[config.mk]
export PLATFORM = sky130hd
export DESIGN_NAME = tmrt_ctrl
export DESIGN_NICKNAME = d
export VERILOG_FILES = /design/src/rtl/core/tmrt_pkg.sv /design/src/rtl/core/tmrt_ctrl.sv
export SDC_FILE = /design/constraint.sdc
export NUM_CORES = 1
export LEC_CHECK = 0
export BUFFER_PORTS_ARGS = -buffer_cell sky130_fd_sc_hd__clkbuf_2
export CORE_AREA = 2 2 39 41
export DETAILED_ROUTE_END_ITERATION = 10
export DIE_AREA = 0 0 41 43
export PLACE_DENSITY = 0.46
export SLEW_MARGIN = 25
export SYNTH_ARGS = -nofsm -noshare
export SYNTH_HDL_FRONTEND = slang
export SYNTH_SLANG_ARGS = --single-unit
[constraint.sdc]
create_clock -name clk -period 1.8 [get_ports clk]
set_clock_uncertainty 0.05 [all_clocks]
set_input_delay 0.36 -clock clk [delete_from_list [all_inputs] [get_ports clk]]
set_output_delay 0.36 -clock clk [all_outputs]
set_load 0.05 [all_outputs]
[src/rtl/core/tmrt_pkg.sv]
// shared types, constants and codes for the tiered memory reservation table
`default_nettype none

package tmrt_pkg;

  // fixed field widths of the transfer payload
  localparam int KEY_FIELD_W = 32;
  localparam int TIER_W      = 3;
  localparam int BYTES_W     = 64;
  localparam int MAX_ENT_W   = 7;
  localparam int CFG_IDX_W   = 3;
  localparam int CFG_DATA_W  = 64;

  // default sizing
  localparam int ENTRIES_DEF  = 64;
  localparam int TIERS_DEF    = 5;
  localparam int KEY_BITS_DEF = 32;

  // operation codes
  localparam logic OP_RESERVE = 1'b0;
  localparam logic OP_RELEASE = 1'b1;

  // register indexes: capacities sit below CFG_NUM_CAP, then max entries
  localparam logic [CFG_IDX_W-1:0] CFG_NUM_CAP     = 3'd5;
  localparam logic [CFG_IDX_W-1:0] CFG_MAX_ENTRIES = 3'd5;

  localparam logic [MAX_ENT_W-1:0] MAX_ENT_RESET = 7'd64;

  // controller states
  typedef enum logic [2:0] {
    S_CLEAR,
    S_IDLE,
    S_SCAN,
    S_CHECK,
    S_COMMIT,
    S_REPORT,
    S_DONE
  } tmrt_state_t;

  // controller to datapath commands
  typedef struct packed {
    logic latch;
    logic clear_wr;
    logic scan;
    logic check;
    logic commit;
    logic report;
  } tmrt_cmd_t;

  // datapath to controller status
  typedef struct packed {
    logic idx_last;
  } tmrt_sts_t;

endpackage

`default_nettype wire

[src/rtl/core/tmrt_ctrl.sv]
// controller state machine: clearing pass, table scan and update sequence
`default_nettype none

module tmrt_ctrl (
  input  wire logic                clk,
  input  wire logic                rst,
  input  wire logic                start,
  output      logic                busy,
  output      logic                done,
  output      tmrt_pkg::tmrt_cmd_t cmd,
  input  wire tmrt_pkg::tmrt_sts_t sts
);

  import tmrt_pkg::*;

  tmrt_state_t state;
  tmrt_state_t state_next;

  // state register
  always_ff @(posedge clk) begin
    if (rst) begin
      state <= S_CLEAR;
    end else begin
      state <= state_next;
    end
  end

  // next state and commands
  always_comb begin
    state_next = state;
    cmd        = '0;
    busy       = 1'b1;
    done       = 1'b0;
    unique case (state)
      S_CLEAR: begin
        cmd.clear_wr = 1'b1;
        if (sts.idx_last) begin
          state_next = S_IDLE;
        end
      end
      S_IDLE: begin
        busy = 1'b0;
        if (start) begin
          cmd.latch  = 1'b1;
          state_next = S_SCAN;
        end
      end
      S_SCAN: begin
        cmd.scan = 1'b1;
        if (sts.idx_last) begin
          state_next = S_CHECK;
        end
      end
      S_CHECK: begin
        cmd.check  = 1'b1;
        state_next = S_COMMIT;
      end
      S_COMMIT: begin
        cmd.commit = 1'b1;
        state_next = S_REPORT;
      end
      S_REPORT: begin
        cmd.report = 1'b1;
        state_next = S_DONE;
      end
      S_DONE: begin
        busy = 1'b0;
        done = 1'b1;
        if (start) begin
          cmd.latch  = 1'b1;
          state_next = S_SCAN;
        end else begin
          state_next = S_IDLE;
        end
      end
      default: begin
        state_next = S_IDLE;
      end
    endcase
  end

endmodule

`default_nettype wire

**Yosys cells after proc, flatten, opt, wreduce, memory -nomap -nowiden**

Cells that the tools add are included.
W data, S select, Z words.

- Equality and inequality tests: 9
- Bitwise operators: 0
- Reductions and logical operators: 3
- Shift operators: 0
- $mul: 0
- Add/subtract/negate cells: 0
- Multiplexer cells: 14
- Div/mod/pow operators: 0
- $lt $le $gt $ge: 0

Operators by type and width:

| cell | number |
|---|---|
| $pmux W3 S7 | 1 |
| $eq A3 B3 Y1 const B | 3 |
| $mux W1 | 9 |
| $mux W3 | 3 |
| $eq A3 B2 Y1 const B | 2 |
| $ne A2 B2 Y1 const B | 3 |
| $eq A3 B1 Y1 const B | 1 |
| $logic_not A3 Y1 | 1 |
| $reduce_and A3 Y1 | 1 |
| $mux W2 | 1 |
| $reduce_or A2 Y1 | 1 |

- Memory bits (read-only): 0
- Register bits: 3
- Memories kept: 0
- Memory bits (writable): 0
- Bits of input ports: 4
- Latch bits: 0
- Output and inout bits: 8
- Logic and storage cells: 27

**Longest topological paths before layout**

Gate-level depths: netlist of run 1.

- Depth in word-level cells: 3
- Depth in mapped cells: 4
- Gate-level depth less buffers: 3

**Least setup slack after synthesis of run 1**

Ideal clock, no wire load.

- Kind: register to output
- From: reg state[1]
- To: out cmd[5] (netlist name)
- Stages on the path, launching flop included: 4
- Buffers on the path: 0
- Slack: -0.571 ns
- Data required time: 1.390 ns
- Arrival time: 1.961 ns
- Path through: dfxtp_1 -> and3b_2 -> a21oi_1 -> nor2_1

RTL lines:

| what | RTL line | source |
|---|---|---|
| from (decl) | tmrt_ctrl.sv:16 | `tmrt_state_t state;` |
| from (signal assigned) | tmrt_ctrl.sv:24 | `state <= state_next;` |
| to (decl) | tmrt_ctrl.sv:10 | `output tmrt_pkg::tmrt_cmd_t cmd,` |

==> flow_metrics.env, run 1 <==
export IMPL_ys_types=17
export IMPL_hpwl_um=410
export IMPL_final_setup_viol_count=0
export IMPL_nNetsFinal=47
export IMPL_clk_pin_slew_ns=0.04
export IMPL_fillers=168
export IMPL_syn_area_per_cell_um2=7.79
export IMPL_p_total_w=0.000283
export IMPL_grt_pass1_vias=219
export IMPL_post_cts_buffers=0
export IMPL_netlist_area_um2=210
export IMPL_p_leak_nw=0.156
export IMPL_finalCriticalPeriod_ns=1.69
export IMPL_clockBufferDepth=2
export IMPL_syn_inst=27
export IMPL_area_delta_synth_final_pct=51.2
export IMPL_start_kind="flip-flop"
export IMPL_die_w_um=41
export IMPL_num_rows=14
export IMPL_clk_latency_ns=0.24
export IMPL_wire_per_inst_um=8.55
export IMPL_finalMaxSlewViolations=0
export IMPL_initial_core_util=0.152
export IMPL_reg_largest_list="state: 3 flops"
export IMPL_worstMarginPinSlew_ns=0.278
export IMPL_drive_above_1_share=0.524
export IMPL_ioPinCount=12
export IMPL_drcViolationCount=0
export IMPL_final_hold_viol_count=0
export IMPL_hold_buffers=0
export IMPL_maxCapViolCount=0
export IMPL_design_area_um2=318
export IMPL_slew_headroom=0.815
export IMPL_antenna_cells=0
export IMPL_vias_per_cell=4.09
export IMPL_grt_ovfl_total=0
export IMPL_ant_nets=0
export IMPL_clk_root_buffer_cell="clkbuf_4"
export IMPL_drtIter0Drc=1
export IMPL_powerDensity_nw_per_um2=892
export IMPL_grt_pass1_wl_um=828
export IMPL_rsz0062_at_grt="no"
export IMPL_drt_total_wl_um=496
export IMPL_largest_register_ffs=3
export IMPL_vias=237
export IMPL_postPlaceCellArea_um2=292
export IMPL_seq_area_um2=60.1
export IMPL_cts_buffers=3
export IMPL_synth_nets=31
export IMPL_tritoncts="yes"
export IMPL_cts_resized=0
export IMPL_status="completed"
export IMPL_core_area_um2=1380
export IMPL_clock_sinks=3
export IMPL_drt_pass1_iter_count=2
export IMPL_multi_input_area_um2=130
export IMPL_finish_utilization=0.230
export IMPL_fmax_mhz=591
export IMPL_gp_congestion=0.694
export IMPL_hold_class="input port to flip-flop"
export IMPL_portBuffers=11
export IMPL_die_area_um2=1760
export IMPL_htree_levels=1
export IMPL_grt_usage=0.0742
export IMPL_path_class="flip-flop to primary output"
export IMPL_largest_register="state"
export IMPL_cp_required_ns=1.39
export IMPL_die_h_um=43
export IMPL_cp_max_fo=7
export IMPL_vdd_drop_max_mv=0.175
export IMPL_yosys_warnings=0
export IMPL_crit_arrival_ns=1.28
export IMPL_post_route_period_util=0.939
export IMPL_tns_ns=0
export IMPL_antenna_found_initial=0
export IMPL_cp_end_kind="primary output"
export IMPL_synth_seq_cells=3
export IMPL_seq_area_frac_synth=0.286
export IMPL_grt_max_degree=11
synthesized netlist by cell type:
master,number,area share
nand2_1,2,0.036
inv_1,3,0.054
a21oi_1,3,0.071
or3_1,1,0.030
and3_1,1,0.030
a211o_1,1,0.042
o22a_2,1,0.048
nor3_1,2,0.048
buf_6,1,0.054
a31oi_1,1,0.030
nand3b_1,1,0.036
and3b_2,1,0.048
dfxtp_1,3,0.29
nor2_1,3,0.054
o211ai_1,1,0.036
o21a_1,1,0.036
clkbuf_8,1,0.065
worst max-delay path: stages, from the launching register on:
cell and delay (ns):
dfxtp_1 0.43, and3b_2 0.23, a21oi_2 0.04, nor2_2 0.07, clkbuf_2 0.27
final cells by class:
cell class | instances | area share
Multi-Input combinational cell | 19 | 0.409
Timing Repair Buffer | 13 | 0.220
Sequential cell | 3 | 0.189
Clock buffer | 4 | 0.0827
Tap cell | 16 | 0.0630
Inverter | 3 | 0.0354
power breakdown:
group	switching (W)	total, W	internal [W]
Sequential	0.00000476	0.0000761	0.0000714
Clock	0.0000375	0.000121	0.0000833
Combinational	0.0000606	0.0000865	0.0000259
path summary, 6_finish.rpt:
kind                            slack (ns)  cells past startpoint                    end             startpoint
worst max register to register        0.53                      4  state[0]$_SDFFE_PP0P_  state[2]$_SDFFE_PP0P_
worst min-delay path                  0.27                      2  state[1]$_SDFFE_PP0P_                    rst
worst min register to register        0.56                      2  state[2]$_SDFFE_PP0P_  state[1]$_SDFFE_PP0P_
worst max-delay path                  0.11                      4                 cmd[5]  state[1]$_SDFFE_PP0P_
placed cells by master, fill, tap and decap left out:
| cell | netlist | final |
|---|---|---|
| inv_1 | 3 | 3 |
| o211ai_1 | 1 | 1 |
| a21oi_2 | 0 | 1 |
| and3_1 | 1 | 1 |
| a211o_1 | 1 | 1 |
| nor2_2 | 0 | 1 |
| nand3b_1 | 1 | 1 |
| clkbuf_4 | 0 | 3 |
| clkbuf_2 | 0 | 11 |
| and3b_2 | 1 | 1 |
| o22a_2 | 1 | 1 |
| nand2_1 | 2 | 2 |
| nor3_2 | 0 | 2 |
| a31oi_1 | 1 | 1 |
| clkbuf_1 | 0 | 1 |
| a21oi_1 | 3 | 2 |
| dfxtp_1 | 3 | 3 |
| or3_1 | 1 | 1 |
| buf_4 | 0 | 2 |
| o21a_1 | 1 | 1 |
| nor2_1 | 3 | 2 |
cells by family after synthesis:
family                 synth area share
AOI/OAI and AO/OA                 0.262
buffers and inverters             0.173
DFF                               0.286
and+or+nand+nor                   0.280
metrics by stage:
step,setup slack [ns],hold WS (ns),std cells
after global routing,0.0212,0.276,58
after detailed placement,0.352,0.515,54
final,0.109,0.266,58
after global placement,0.348,0.521,54
after CTS,0.0969,0.263,58
after floorplan,-0.0648,0.379,27
routing by layer:
layer | GRT usage | vias to the layer above | share of wire
met4 | 0.0600 | 0 | 0.028
met1 | 0.0769 | 103 | 0.43
met3 | 0.0471 | 2 | 0.060
met2 | 0.100 | 8 | 0.48
li1 | - | 124 | -
met5 | 0 | - | 0
Note: power is estimated with default switching activity, not from simulation.
==> inputs of run 2 (changes only) <==
--- a/config.mk
+++ b/config.mk
@@ -5,11 +5,12 @@
 export SDC_FILE = /design/constraint.sdc
 export NUM_CORES = 1
 export LEC_CHECK = 0
-export BUFFER_PORTS_ARGS = -buffer_cell sky130_fd_sc_hd__clkbuf_2
+export BUFFER_PORTS_ARGS = -buffer_cell sky130_fd_sc_hd__buf_2
 export CORE_AREA = 2 2 39 41
 export DETAILED_ROUTE_END_ITERATION = 10
 export DIE_AREA = 0 0 41 43
 export PLACE_DENSITY = 0.46
+export SKIP_CTS_REPAIR_TIMING = 1
 export SLEW_MARGIN = 25
 export SYNTH_ARGS = -nofsm -noshare
 export SYNTH_HDL_FRONTEND = slang
==> run 2 against run 1 <==
  * Global-route usage up 0.41 points
  * Via count up 7.6%
  * Utilization up 0.090 points
  * Die area unchanged
  * Sequential power up 1%
  * Routed wire length up 12%
  * Clock power about the same
  * First-iteration DRC count rose to 5.0 times the previous value
  * Critical endpoint unchanged
  * Largest cell class unchanged
==> flow_metrics.env, run 2 (synthesis gave the netlist of run 1 again) <==
export IMPL_area_delta_synth_final_pct=51.8
export IMPL_ant_nets=0
export IMPL_fillers=168
export IMPL_rsz0062_at_grt="no"
export IMPL_grt_max_degree=11
export IMPL_drt_pass1_iter_count=4
export IMPL_hold_class="input port to flip-flop"
export IMPL_drt_total_wl_um=555
export IMPL_slew_headroom=0.833
export IMPL_drtIter0Drc=5
export IMPL_gp_congestion=0.693
export IMPL_antenna_cells=0
export IMPL_final_setup_viol_count=0
export IMPL_ioPinCount=12
export IMPL_cp_end_kind="primary output"
export IMPL_die_area_um2=1760
export IMPL_crit_arrival_ns=1.29
export IMPL_fin_cells=58
export IMPL_grt_usage=0.0783
export IMPL_place_inst=54
export IMPL_layout_commonest_cell="buf_2"
export IMPL_status="completed"
export IMPL_grt_ovfl_total=0
export IMPL_largest_register_ffs=3
export IMPL_finalCriticalPeriod_ns=1.70
export IMPL_post_route_period_util=0.946
export IMPL_clk_root_buffer_cell="clkbuf_4"
export IMPL_antenna_found_initial=0
export IMPL_cp_max_fo=7
export IMPL_clock_sinks=3
export IMPL_maxCapViolCount=0
export IMPL_clockBufferDepth=2
export IMPL_worstMarginPinSlew_ns=0.249
export IMPL_cts_buffers=3
export IMPL_hpwl_um=394
export IMPL_p_leak_nw=0.160
export IMPL_tns_ns=0
export IMPL_final_hold_viol_count=0
export IMPL_drcViolationCount=0
export IMPL_wire_per_inst_um=9.57
export IMPL_clk_latency_ns=0.24
export IMPL_die_h_um=43
export IMPL_grt_pass1_vias=217
export IMPL_nNetsFinal=47
export IMPL_path_class="flip-flop to primary output"
export IMPL_num_rows=14
export IMPL_largest_register="state"
export IMPL_reg_largest_list="state: 3 flops"
export IMPL_vias=255
export IMPL_powerDensity_nw_per_um2=890
export IMPL_final_cell_mix="buf_2 (11), inv_1 (3), clkbuf_4 (3)"
export IMPL_finalMaxSlewViolations=0
export IMPL_drive_above_1_share=0.548
export IMPL_fmax_mhz=587
export IMPL_initial_core_util=0.152
export IMPL_core_area_um2=1380
export IMPL_grt_pass1_wl_um=869
export IMPL_tritoncts="yes"
export IMPL_start_kind="flip-flop"
export IMPL_vdd_drop_max_mv=0.202
export IMPL_whs_ns=0.267
export IMPL_clk_pin_slew_ns=0.04
export IMPL_vias_per_cell=4.40
export IMPL_die_w_um=41
export IMPL_portBuffers=11
export IMPL_cp_required_ns=1.39
export IMPL_htree_levels=1
run 2: final timing paths:
kind                          from               endpoint  slack [ns]  depth (start not counted)
min                            rst  state[2]$_SDFFE_PP0P_        0.27                          2
min reg2reg  state[2]$_SDFFE_PP0P_  state[2]$_SDFFE_PP0P_        0.50                          2
max          state[1]$_SDFFE_PP0P_                 cmd[5]         0.1                          4
max reg2reg  state[2]$_SDFFE_PP0P_  state[0]$_SDFFE_PP0P_        0.54                          4
run 2: cell type report:
class,count,area (um2),share of cell area
Inverter,3,11.3,0.0353
Clock buffer,4,26.3,0.0824
Tap cell,16,20.0,0.0627
Multi-Input combinational cell,19,130,0.408
Sequential cell,3,61.3,0.192
Timing Repair Buffer,13,70.1,0.220
run 2: worst max-delay path, cell delays in order (launching register included):
cell	delay, ns
dfxtp_1	0.45
and3b_2	0.24
a21oi_2	0.04
nor2_2	0.07
buf_2	0.26
run 2: through the flow:
step	total power, W	utilization	cell area, um2	setup slack [ns]
2_1_floorplan	0.000148	-	226	-0.0648
5_1_grt	0.000299	0.231	319	0.00835
4_1_cts	0.000287	0.230	318	0.0599
3_5_place_dp	0.000165	0.211	292	0.317
3_3_place_gp	0.000165	0.211	292	0.341
6_report	0.000284	0.231	319	0.0965
run 2: power by group:
| group | internal, W | switching [W] |
|---|---|---|
| registers | 0.0000715 | 0.00000539 |
| clock network | 0.0000832 | 0.0000369 |
| logic | 0.0000263 | 0.0000608 |
| total | 0.000181 | 0.000103 |
run 2: metal layers:
metal	part of all wire	vias to the layer above	GRT usage
li1	-	126	-
met1	0.45	115	0.0932
met2	0.46	14	0.0969
met3	0.090	0	0.0314
met4	0	0	0.0800
met5	0	-	0
